File: config.mk
export PLATFORM = sky130hd
export DESIGN_NAME = vmm_fifo
export DESIGN_NICKNAME = d
export VERILOG_FILES = /design/src/hdl/vmm_fifo.sv
export SDC_FILE = /design/constraint.sdc
export NUM_CORES = 1
export LEC_CHECK = 0
export ABC_AREA = 1
export BUFFER_PORTS_ARGS = -buffer_cell sky130_fd_sc_hd__buf_4
export CAP_MARGIN = 20
export CORE_ASPECT_RATIO = 1.25
export CORE_MARGIN = 5
export CORE_UTILIZATION = 55
export CTS_CLUSTER_SIZE = 40
export DETAILED_ROUTE_END_ITERATION = 8
export PLACE_DENSITY = 0.89
export SLEW_MARGIN = 10
export SYNTH_ARGS = -nofsm -noshare
export SYNTH_HDL_FRONTEND = slang
export SYNTH_SLANG_ARGS = --single-unit
File: constraint.sdc
create_clock -name clk_i -period 5.8 [get_ports clk_i]
set_input_delay 0.58 -clock clk_i [delete_from_list [all_inputs] [get_ports clk_i]]
set_output_delay 0.58 -clock clk_i [all_outputs]
set_load 0.02 [all_outputs]
File: src/hdl/vmm_fifo.sv
`timescale 1ns / 1ps

module vmm_fifo #(
  parameter int WIDTH = 32,
  parameter int DEPTH = 2
) (
  input  logic             clk_i,
  input  logic             rst_ni,
  input  logic             push_i,
  input  logic [WIDTH-1:0] push_data_i,
  output logic             full_o,
  input  logic             pop_i,
  output logic [WIDTH-1:0] pop_data_o,
  output logic             valid_o
);

  localparam int PTR_W = (DEPTH > 1) ? $clog2(DEPTH) : 1;
  localparam int CNT_W = $clog2(DEPTH + 1);
  localparam logic [PTR_W-1:0] PtrLast = PTR_W'(DEPTH - 1);
  localparam logic [CNT_W-1:0] CntFull = CNT_W'(DEPTH);

  logic [DEPTH-1:0][WIDTH-1:0] mem_q, mem_d;
  logic [PTR_W-1:0] wr_q, wr_d, rd_q, rd_d;
  logic [CNT_W-1:0] cnt_q, cnt_d;
  logic             do_push, do_pop;

  assign full_o     = (cnt_q == CntFull);
  assign valid_o    = (cnt_q != '0);
  assign pop_data_o = mem_q[rd_q];
  assign do_push    = push_i & ~full_o;
  assign do_pop     = pop_i & valid_o;

  // memory, pointer and count update
  always_comb begin
    mem_d = mem_q;
    wr_d  = wr_q;
    rd_d  = rd_q;
    cnt_d = cnt_q;
    if (do_push) begin
      mem_d[wr_q] = push_data_i;
      wr_d        = (wr_q == PtrLast) ? '0 : wr_q + 1'b1;
    end
    if (do_pop) begin
      rd_d = (rd_q == PtrLast) ? '0 : rd_q + 1'b1;
    end
    case ({do_push, do_pop})
      2'b10:   cnt_d = cnt_q + 1'b1;
      2'b01:   cnt_d = cnt_q - 1'b1;
      default: cnt_d = cnt_q;
    endcase
  end

  always_ff @(posedge clk_i or negedge rst_ni) begin
    if (!rst_ni) begin
      wr_q  <= '0;
      rd_q  <= '0;
      cnt_q <= '0;
    end else begin
      wr_q  <= wr_d;
      rd_q  <= rd_d;
      cnt_q <= cnt_d;
    end
  end

  always_ff @(posedge clk_i) begin
    mem_q <= mem_d;
  end

endmodule

==> impl_metrics.yaml <==
run_status:
  status: "complete, no violations"
power_and_ir_drop:
  powerDensity_nw_per_um2: 527
  ir_drop_uv: 355
  leakage_nw: 1.46
  p_total_mw: 1.75
timing:
  rsz0062_at_grt: "no"
  period_minus_slack_ps: 2420
  slew_viol_final: 0
  post-route-period-util: 0.418
  setup_violations: 0
  slew_headroom: 0.390
  fin_ws_ps: 3380
  tns_ps: 0
  tightestPinTransition_ps: 913
  fmax_mhz: 413
  clock_skew_ps: 9.02
  hold_viol: 0
place:
  hpwl_um: 3050
  port-buffer-count: 69
  place.gp.congestion: 0.735
  preCtsSetupSlack_ps: 3390
critical_path:
  arrival_ps: 1840
  crit_path_max_fanout: 33
  crit_path_start_kind: "register"
  worstRegToRegCells: 3
  cp.required_ps: 5220
  critPathKind: "register to output port"
  critPathCaptureType: "output port"
detailed_routing:
  drt-initial-drc-count: 50
  drtPass1Iterations: 4
  vias: 1576
  routed_wl_um: 4550
  antenna_left: 0
  via_per_inst: 4.70
  drt-wirelength-per-cell_um: 13.6
  drcViolationCount: 0
logic_synthesis:
  ys_types: 17
  netlist_instances: 199
  yosys.area.top_type: "edfxtp_1"
  ys_top_cells_by_area: "edfxtp_1 75%, nand2_1 15%, dfrtp_1 3.9%"
  yosys_warnings: 0
  ys_seq_area_frac: 0.784
  synth-seq-cells: 68
  synth_fp_nets: 236
  synth_top_area_share: 0.745
  syn_area_um2: 2580
  syn_avg_cell_area_um2: 13.0
die:
  io_pins: 70
  die_h_um: 86.6
  initial_core_util: 0.574
  fp-row-count: 27
  core_area_um2: 4490
  fp.dieW_um: 71.2
  die-area_um2: 6170
cells_and_area:
  drive_above_1_share: 0.325
  seqCellArea_um2: 2020
  num_antenna_cells: 0
  areaGrowthSynthToFinish_pct: 29.1
  post-route-util: 0.741
  fillers: 287
  multiInputGateArea_um2: 472
  final_nets: 311
clock_network:
  cts_setup_buffers: 0
  numCtsBuffers: 9
  cts_max_level: 3
  cts-root-buf: "clkbuf_8"
  postCtsResizedCells: 0
  hold_buffers: 0
  clk_pin_slew_ps: 70
  clock_latency_ps: 330
  cts_tree: "built"
  cts_buffer_depth: 2
  cts_sinks: 68
global_route:
  antenna_found_initial: 0
  overflow: 0
  grt_use_total: 0.156
  grt_max_degree: 35
  grt_pass1_vias: 1548
  grt_pass1_wl_um: 7150
hold_path:
  hold_path.class: "input port to async pin"
run:
  drv_cap: 0
==> metal layers <==
layer	share of wire	vias up	GRT usage	wire (um)
li1	-	804	-	-
met1	0.38	716	0.169	1750
met2	0.54	49	0.278	2450
met3	0.060	7	0.0348	274
met4	0.015	0	0.0923	69
met5	0	-	0	0
==> registers in the layout, indices dropped and copies added, names as in the netlist <==
| register | cells |
|---|---|
| rd_q | 1 |
| mem_q | 64 |
| wr_q | 1 |
| cnt_q | 2 |
==> power breakdown <==
part	total, mW	switching (mW)	leakage, nW	internal (mW)
Clock	0.340	0.150	0.0871	0.190
Sequential	0.727	0.0556	0.643	0.672
Combinational	0.686	0.426	0.730	0.260
==> cells in the final DEF (no fill, tap or decap), types with 2 or more instances in the layout <==
master,instances
buf_4,69
clkbuf_8,9
clkinv_1,2
dfrtp_1,4
edfxtp_1,64
inv_1,6
inv_2,2
nand2_1,104
nand2_2,2
nand3_1,3
==> synth_stat cells (all sizes together) <==
cell / instances
xnor2: 1
buf: 7
nor2: 2
nand3: 3
dfrtp: 4
nand4: 1
ha: 1
nand2: 106
edfxtp: 64
o21ai: 1
inv: 9
==> metrics by stage <==
step / instances / hold WS, ps / area (um2)
3_3_place_gp: 319 / 380 / 3120
2_1_floorplan: 199 / 284 / 2580
4_1_cts: 334 / 24.8 / 3320
3_5_place_dp: 320 / 382 / 3150
5_1_grt: 335 / 25.8 / 3330
6_report: 335 / 35.2 / 3330
==> cell type report <==
cell class | instances | share of cell area
Timing Repair Buffer | 71 | 0.167
Tap cell | 58 | 0.0218
Inverter | 9 | 0.0109
Sequential cell | 68 | 0.607
Clock inverter | 4 | 0.0128
Clock buffer | 10 | 0.0383
Multi-Input combinational cell | 115 | 0.142
==> worst max-delay path, cell delays in order, from the launching register on <==
cell and delay, ps:
dfrtp_1 840, inv_4 290, nand2_1 130, nand2_1 80, buf_4 160
==> cells by family (layout without fill, tap and decap cells) <==
logic type | after synthesis | in the layout | synth area share
flip-flops | 68 | 68 | 0.784
buffers and inverters | 16 | 94 | 0.0359
XOR/XNOR | 1 | 1 | 0.00340
AO/OA/AOI/OAI | 1 | 1 | 0.00340
AND/OR/NAND/NOR | 112 | 112 | 0.168
adder cells (fa/ha/maj) | 1 | 1 | 0.00485
==> final timing paths <==
path                                  from       endpoint  slack [ps]
setup / recovery                      rd_q  pop_data_o[7]        3380
hold / removal                      rst_ni       cnt_q[1]          40
setup reg to reg                  cnt_q[1]      mem_q[50]        4040
hold reg to reg                   cnt_q[1]       cnt_q[1]         480
max in group asynchronous           rst_ni           wr_q        5650
min in group clk_i         push_data_i[16]      mem_q[48]         430
Power figures use the tool's default switching activity.
