$ cat config.mk
export PLATFORM = sky130hd
export DESIGN_NAME = vmm_front
export DESIGN_NICKNAME = d
export VERILOG_FILES = /design/src/hdl/vmm_pkg.sv /design/src/hdl/vmm_front.sv
export SDC_FILE = /design/constraint.sdc
export NUM_CORES = 1
export LEC_CHECK = 0
export ABC_CLOCK_PERIOD_IN_PS = 11200
export BUFFER_PORTS_ARGS = -buffer_cell sky130_fd_sc_hd__buf_4
export CORE_ASPECT_RATIO = 1.75
export CORE_MARGIN = 2
export CORE_UTILIZATION = 51
export DETAILED_ROUTE_END_ITERATION = 10
export PLACE_DENSITY = 0.9
export SLEW_MARGIN = 20
export SYNTH_ARGS = -nofsm -noshare
export SYNTH_HDL_FRONTEND = slang
export SYNTH_SLANG_ARGS = --single-unit
$ cat constraint.sdc
create_clock -name vclk -period 11.2
set_clock_uncertainty 0.2 [all_clocks]
set_input_delay 0.56 -clock vclk [all_inputs]
set_output_delay 0.56 -clock vclk [all_outputs]
set_load 0.01 [all_outputs]
$ cat src/hdl/vmm_pkg.sv
`timescale 1ns / 1ps

package vmm_pkg;

  // field and register widths
  localparam int CELL_W       = 10;
  localparam int DIST_BITS_D  = 16;
  localparam int GRID_SIDE_D  = 1024;
  localparam int ORG_W        = 32;
  localparam int VOX_W        = 31;
  localparam int MASS_W       = 31;
  localparam int CFG_W        = 32;
  localparam int CFG_IDX_W    = 3;
  localparam int ACC_W        = 64;
  localparam int NUM_OUT      = 10;
  localparam int OUT_W        = NUM_OUT * ACC_W;
  localparam int QUEUE_DEPTH  = 2;

  // centre and multiplier datapath widths
  localparam int PROD_W       = VOX_W + CELL_W + 1;
  localparam int CTR_W        = PROD_W + 2;
  localparam int MAG_W        = CTR_W - 1;
  localparam int A_W          = MAG_W + MASS_W;
  localparam int DIGIT_W      = 8;
  localparam int DIGITS       = (MAG_W + DIGIT_W - 1) / DIGIT_W;
  localparam int B_W          = DIGITS * DIGIT_W;
  localparam int P_W          = 2 * MAG_W + MASS_W + 1;
  localparam int DIGIT_CNT_W  = $clog2(DIGITS);

  // rounding of a magnitude down to Q32.32
  localparam int SHIFT_FIRST  = 1;
  localparam int SHIFT_QUAD   = 18;

  // sequencing of multiply terms and jobs
  localparam int NUM_TERMS    = 12;
  localparam int NUM_JOBS     = 9;
  localparam int TERM_W       = 4;
  localparam int JOB_W        = 4;

  localparam logic [ACC_W-1:0] ACC_MAX = {1'b0, {(ACC_W-1){1'b1}}};
  localparam logic [ACC_W-1:0] ACC_MIN = {1'b1, {(ACC_W-1){1'b0}}};

  localparam logic [VOX_W-1:0]  VOX_RESET  = 31'd65536;
  localparam logic [MASS_W-1:0] MASS_RESET = 31'd65536000;

  localparam logic [1:0] AXIS_X = 2'd0;
  localparam logic [1:0] AXIS_Y = 2'd1;
  localparam logic [1:0] AXIS_Z = 2'd2;

  // register indexes of the configuration port
  typedef enum logic [CFG_IDX_W-1:0] {
    CFG_ORIGIN_X  = 3'd0,
    CFG_ORIGIN_Y  = 3'd1,
    CFG_ORIGIN_Z  = 3'd2,
    CFG_VOXEL_X   = 3'd3,
    CFG_VOXEL_Y   = 3'd4,
    CFG_VOXEL_Z   = 3'd5,
    CFG_CELL_MASS = 3'd6
  } vmm_cfg_idx_e;

  typedef struct packed {
    logic [2:0][ORG_W-1:0] origin;
    logic [2:0][VOX_W-1:0] voxel;
    logic [MASS_W-1:0]     mass;
  } vmm_cfg_t;

  // one classified cell in the queue
  typedef struct packed {
    logic                   last;
    logic                   solid;
    logic [2:0][CELL_W-1:0] cell_idx;
  } vmm_entry_t;

  typedef struct packed {
    logic load;
    logic clear;
    logic step;
  } vmm_mul_ctrl_t;

  typedef enum logic [2:0] {
    ST_IDLE,
    ST_CENTRE,
    ST_ABS,
    ST_LOAD,
    ST_MUL,
    ST_ROUND,
    ST_ACC,
    ST_EMIT
  } vmm_state_e;

  typedef enum logic [1:0] {
    ASEL_MASS,
    ASEL_FM_X,
    ASEL_FM_Y,
    ASEL_FM_Z
  } vmm_asel_e;

  typedef enum logic [1:0] {
    KIND_FIRST,
    KIND_DIAG,
    KIND_PROD
  } vmm_kind_e;

  typedef struct packed {
    vmm_asel_e  a_sel;
    logic [1:0] b_axis;
    logic       job_first;
    logic       job_end;
  } vmm_term_t;

  typedef struct packed {
    vmm_kind_e  kind;
    logic [1:0] ax0;
    logic [1:0] ax1;
  } vmm_job_t;

  // operands of each multiply term; fm is mass times |centre| of an axis
  function automatic vmm_term_t term_info(input logic [TERM_W-1:0] t);
    vmm_term_t r;
    case (t)
      4'd0:    r = '{ASEL_MASS, AXIS_X, 1'b1, 1'b1};
      4'd1:    r = '{ASEL_MASS, AXIS_Y, 1'b1, 1'b1};
      4'd2:    r = '{ASEL_MASS, AXIS_Z, 1'b1, 1'b1};
      4'd3:    r = '{ASEL_FM_Y, AXIS_Y, 1'b1, 1'b0};
      4'd4:    r = '{ASEL_FM_Z, AXIS_Z, 1'b0, 1'b1};
      4'd5:    r = '{ASEL_FM_X, AXIS_X, 1'b1, 1'b0};
      4'd6:    r = '{ASEL_FM_Z, AXIS_Z, 1'b0, 1'b1};
      4'd7:    r = '{ASEL_FM_X, AXIS_X, 1'b1, 1'b0};
      4'd8:    r = '{ASEL_FM_Y, AXIS_Y, 1'b0, 1'b1};
      4'd9:    r = '{ASEL_FM_X, AXIS_Y, 1'b1, 1'b1};
      4'd10:   r = '{ASEL_FM_X, AXIS_Z, 1'b1, 1'b1};
      4'd11:   r = '{ASEL_FM_Y, AXIS_Z, 1'b1, 1'b1};
      default: r = '{ASEL_MASS, AXIS_X, 1'b1, 1'b1};
    endcase
    return r;
  endfunction

  // job j lands in output slot j+1
  function automatic vmm_job_t job_info(input logic [JOB_W-1:0] j);
    vmm_job_t r;
    case (j)
      4'd0:    r = '{KIND_FIRST, AXIS_X, AXIS_X};
      4'd1:    r = '{KIND_FIRST, AXIS_Y, AXIS_Y};
      4'd2:    r = '{KIND_FIRST, AXIS_Z, AXIS_Z};
      4'd3:    r = '{KIND_DIAG,  AXIS_X, AXIS_X};
      4'd4:    r = '{KIND_DIAG,  AXIS_Y, AXIS_Y};
      4'd5:    r = '{KIND_DIAG,  AXIS_Z, AXIS_Z};
      4'd6:    r = '{KIND_PROD,  AXIS_X, AXIS_Y};
      4'd7:    r = '{KIND_PROD,  AXIS_X, AXIS_Z};
      4'd8:    r = '{KIND_PROD,  AXIS_Y, AXIS_Z};
      default: r = '{KIND_DIAG,  AXIS_X, AXIS_X};
    endcase
    return r;
  endfunction

endpackage

$ cat src/hdl/vmm_front.sv
`timescale 1ns / 1ps

module vmm_front import vmm_pkg::*; #(
  parameter int DIST_BITS = DIST_BITS_D,
  parameter int GRID_SIDE = GRID_SIDE_D
) (
  input  logic                                   in_valid_i,
  output logic                                   in_ready_o,
  input  logic [3*CELL_W+8*DIST_BITS-1:0]        in_fields_i,
  input  logic                                   in_last_i,
  input  logic                                   q_full_i,
  output logic                                   q_push_o,
  output vmm_entry_t                             q_entry_o
);

  localparam int SUM_W = DIST_BITS + 3;
  localparam int LIM_W = 17;
  localparam logic [LIM_W-1:0] GridLimit = LIM_W'(GRID_SIDE - 1);

  logic [2:0][CELL_W-1:0] cell_idx;
  logic [SUM_W-1:0]       sum;
  logic [DIST_BITS-1:0]   corner;
  logic                   in_grid;

  assign in_ready_o = ~q_full_i;
  assign q_push_o   = in_valid_i & ~q_full_i;

  // cell indices and the existence check
  always_comb begin
    in_grid = 1'b1;
    for (int a = 0; a < 3; a++) begin
      cell_idx[a] = in_fields_i[a*CELL_W +: CELL_W];
      if (LIM_W'(cell_idx[a]) >= GridLimit) begin
        in_grid = 1'b0;
      end
    end
  end

  // sum of the eight corner distances
  always_comb begin
    sum    = '0;
    corner = '0;
    for (int k = 0; k < 8; k++) begin
      corner = in_fields_i[3*CELL_W + k*DIST_BITS +: DIST_BITS];
      sum    = sum + {{3{corner[DIST_BITS-1]}}, corner};
    end
  end

  assign q_entry_o.cell_idx = cell_idx;
  assign q_entry_o.solid    = in_grid & sum[SUM_W-1];
  assign q_entry_o.last     = in_last_i;

endmodule

==> results.ini <==
[global_routing]
grt_pass1_vias=3547
overflow=0
grt_start_max_net_pins=4
track_usage_pct=24.3
grt_antenna_before_repair=0
grt_first_pass_wirelength_um=14200

[synthesis]
syn_area_per_cell_um2=8.38
synthMuxAreaShare_pct=0
synth_fa_ha_area_share_pct=61.3
synthDistinctLibCells=24
synthesis.area_mm2=0.00354
synth_top_family_by_area=adder cells
synth_xor_area_share_pct=0.743
syn_inst=422
yosys_warnings=0
synth_compound_area_share_pct=2.55
ys_seq_area_share_pct=0
syn-num-nets=698
synth-simple-area-share_pct=4.46

[floorplan]
core-area_mm2=0.00681
die_h_um=114
die_w_um=67.0
start_util_pct=52.0
rows=40
die_area_mm2=0.00764
ios=195

[sta]
finalCritPeriodShare_pct=47.0
setup_viol=0
fin_tns_setup_ns=0
slew_headroom_pct=81.4
min_period_ns=5.26
worstMarginPinSlew_ns=0.278
rsz0062_at_grt=no
drv_slew=0
hold_viol_final=0
max_clock_freq_mhz=190

[layout]
layout.nets=862
design.seq.count=0
nClkBuffers=0
drive_gt1_share_pct=33.4
syn_to_final_growth_pct=37.4
design_area_mm2=0.00486
fin_cells=668
diodes=0
register_area_um2=0

[detailed_routing]
routed_wl_um=8570
drt_pass1_iterations=4
wl_met1_um=2420
vias_per_cell=4.45
wire_per_inst_um=12.8
wl_met3_um=572
drc=0
final_antenna_net_count=0
maxUsedRoutingLayer=met4
drt_iter0_drc=23
num_vias=2975
route.met2.wl_um=5250

[cts]
holdBufCountCts=0
cts.repair.resized=0
post_cts.repair.setup_buffers=0

[power]
power_density_mw_per_mm2=132
ir_worst_vdd_uv=150
p_leak_nw=3.08

[setup_path]
critical_path_class=in -> out
worstPathCellList=buf_4 > inv_1 > fa_1 > inv_1 > fa_1 > inv_1 > fa_1 > fa_1 > inv_1 > ha_1 > nand4_2 > nor4_1 > o21ai_1 > a31o_1 > a21boi_2 > buf_4
max_stage_delay_ns=0.59
cpMaxStageDelayCell=fa_1
critPathCaptureType=output pin
critPathArrivalTime_ns=4.50
critPathMaxFanout=3
startpoint_type=input pin
required_ns=10.44

[placed_design]
globalplace.congestion=0.811
port_buffers=193
hpwlAfterDp_um=8460
place_inst=668
place_area_mm2=0.00486

[hold_path]
hold_class=in -> out
hold_path_depth=0

[status]
status=completed

[job]
max-cap-violations=0

-- cell families (layout without fill, tap and decap cells) --
logic type / after synthesis / in the layout
simple gates: 29 / 29
buf+inv: 261 / 423
xor+xnor: 3 / 3
fa+ha+maj: 115 / 115
compound gates: 14 / 14
-- through the flow --
step,power (mW),worst slack [ns],hold slack [ns],util (%)
detailed placement,0.656,5.92,0.920,71.4
global placement,0.607,6.16,0.920,71.4
global route,0.755,5.71,0.920,71.4
CTS,0.658,5.91,0.920,71.4
floorplan,0.453,6.38,0.964,-
finish,0.643,5.94,0.920,71.4
-- metal layers --
metal / global-route usage (%) / vias to the layer above
met3: 2.65 / 30
met1: 21.9 / 1413
met4: 7.76 / 0
met2: 51.6 / 140
met5: 0 / -
li1: - / 1392
-- layout make-up --
| type | instances | area [µm²] |
|---|---|---|
| fillers | 511 | 1950 |
| inverters | 230 | 863 |
| well taps | 84 | 105 |
| multi-input cells | 161 | 2440 |
| repair buffers | 193 | 1450 |
-- cell usage in the layout (no fill, tap or decap), drive strengths merged, types with 2 or more instances in the layout --
cell type,count
ha,18
nor3,4
nand3,2
fa,97
nor2,2
xnor2,2
buf,193
a21oi,7
o21ai,2
nand2,8
inv,230
nand4,9
-- critical path, delay by kind of cell --
family	cells	cell delay (ns)
and+or+nand+nor	2	0.43
buffers and inverters	6	0.45
AOI/OAI and AO/OA	3	0.47
adders and majority gates	5	2.58
-- worst paths after layout --
path | start | endpoint
worst min-delay path | in_last_i | q_entry_o[31]
worst max-delay path | in_fields_i[45] | q_entry_o[30]
-- synthesized netlist by cell type --
master | instances | share of area, %
a21oi_1 | 7 | 0.99
and2_1 | 1 | 0.18
buf_4 | 31 | 6.6
nand2_1 | 8 | 0.85
inv_1 | 230 | 24
xor2_1 | 1 | 0.25
o21ai_1 | 1 | 0.14
a31o_1 | 1 | 0.25
nand3_1 | 2 | 0.28
a21o_1 | 1 | 0.21
o211a_1 | 1 | 0.28
nor2_1 | 2 | 0.21
a21boi_2 | 1 | 0.32
nor3_1 | 4 | 0.57
nand4_1 | 8 | 1.4
ha_1 | 18 | 6.4
nor4_1 | 1 | 0.18
nand4_2 | 1 | 0.35
o21ai_0 | 1 | 0.14
nand4b_1 | 1 | 0.25
fa_1 | 97 | 55
nor2b_1 | 1 | 0.18
o21a_1 | 1 | 0.21
xnor2_1 | 2 | 0.50
-- power by group --
part	switching [mW]	internal [mW]	total (mW)
clock network	0	0	0
logic	0.343	0.300	0.643
registers	0	0	0
total	0.343	0.300	0.643
Note: power is estimated with default switching activity, not from simulation.
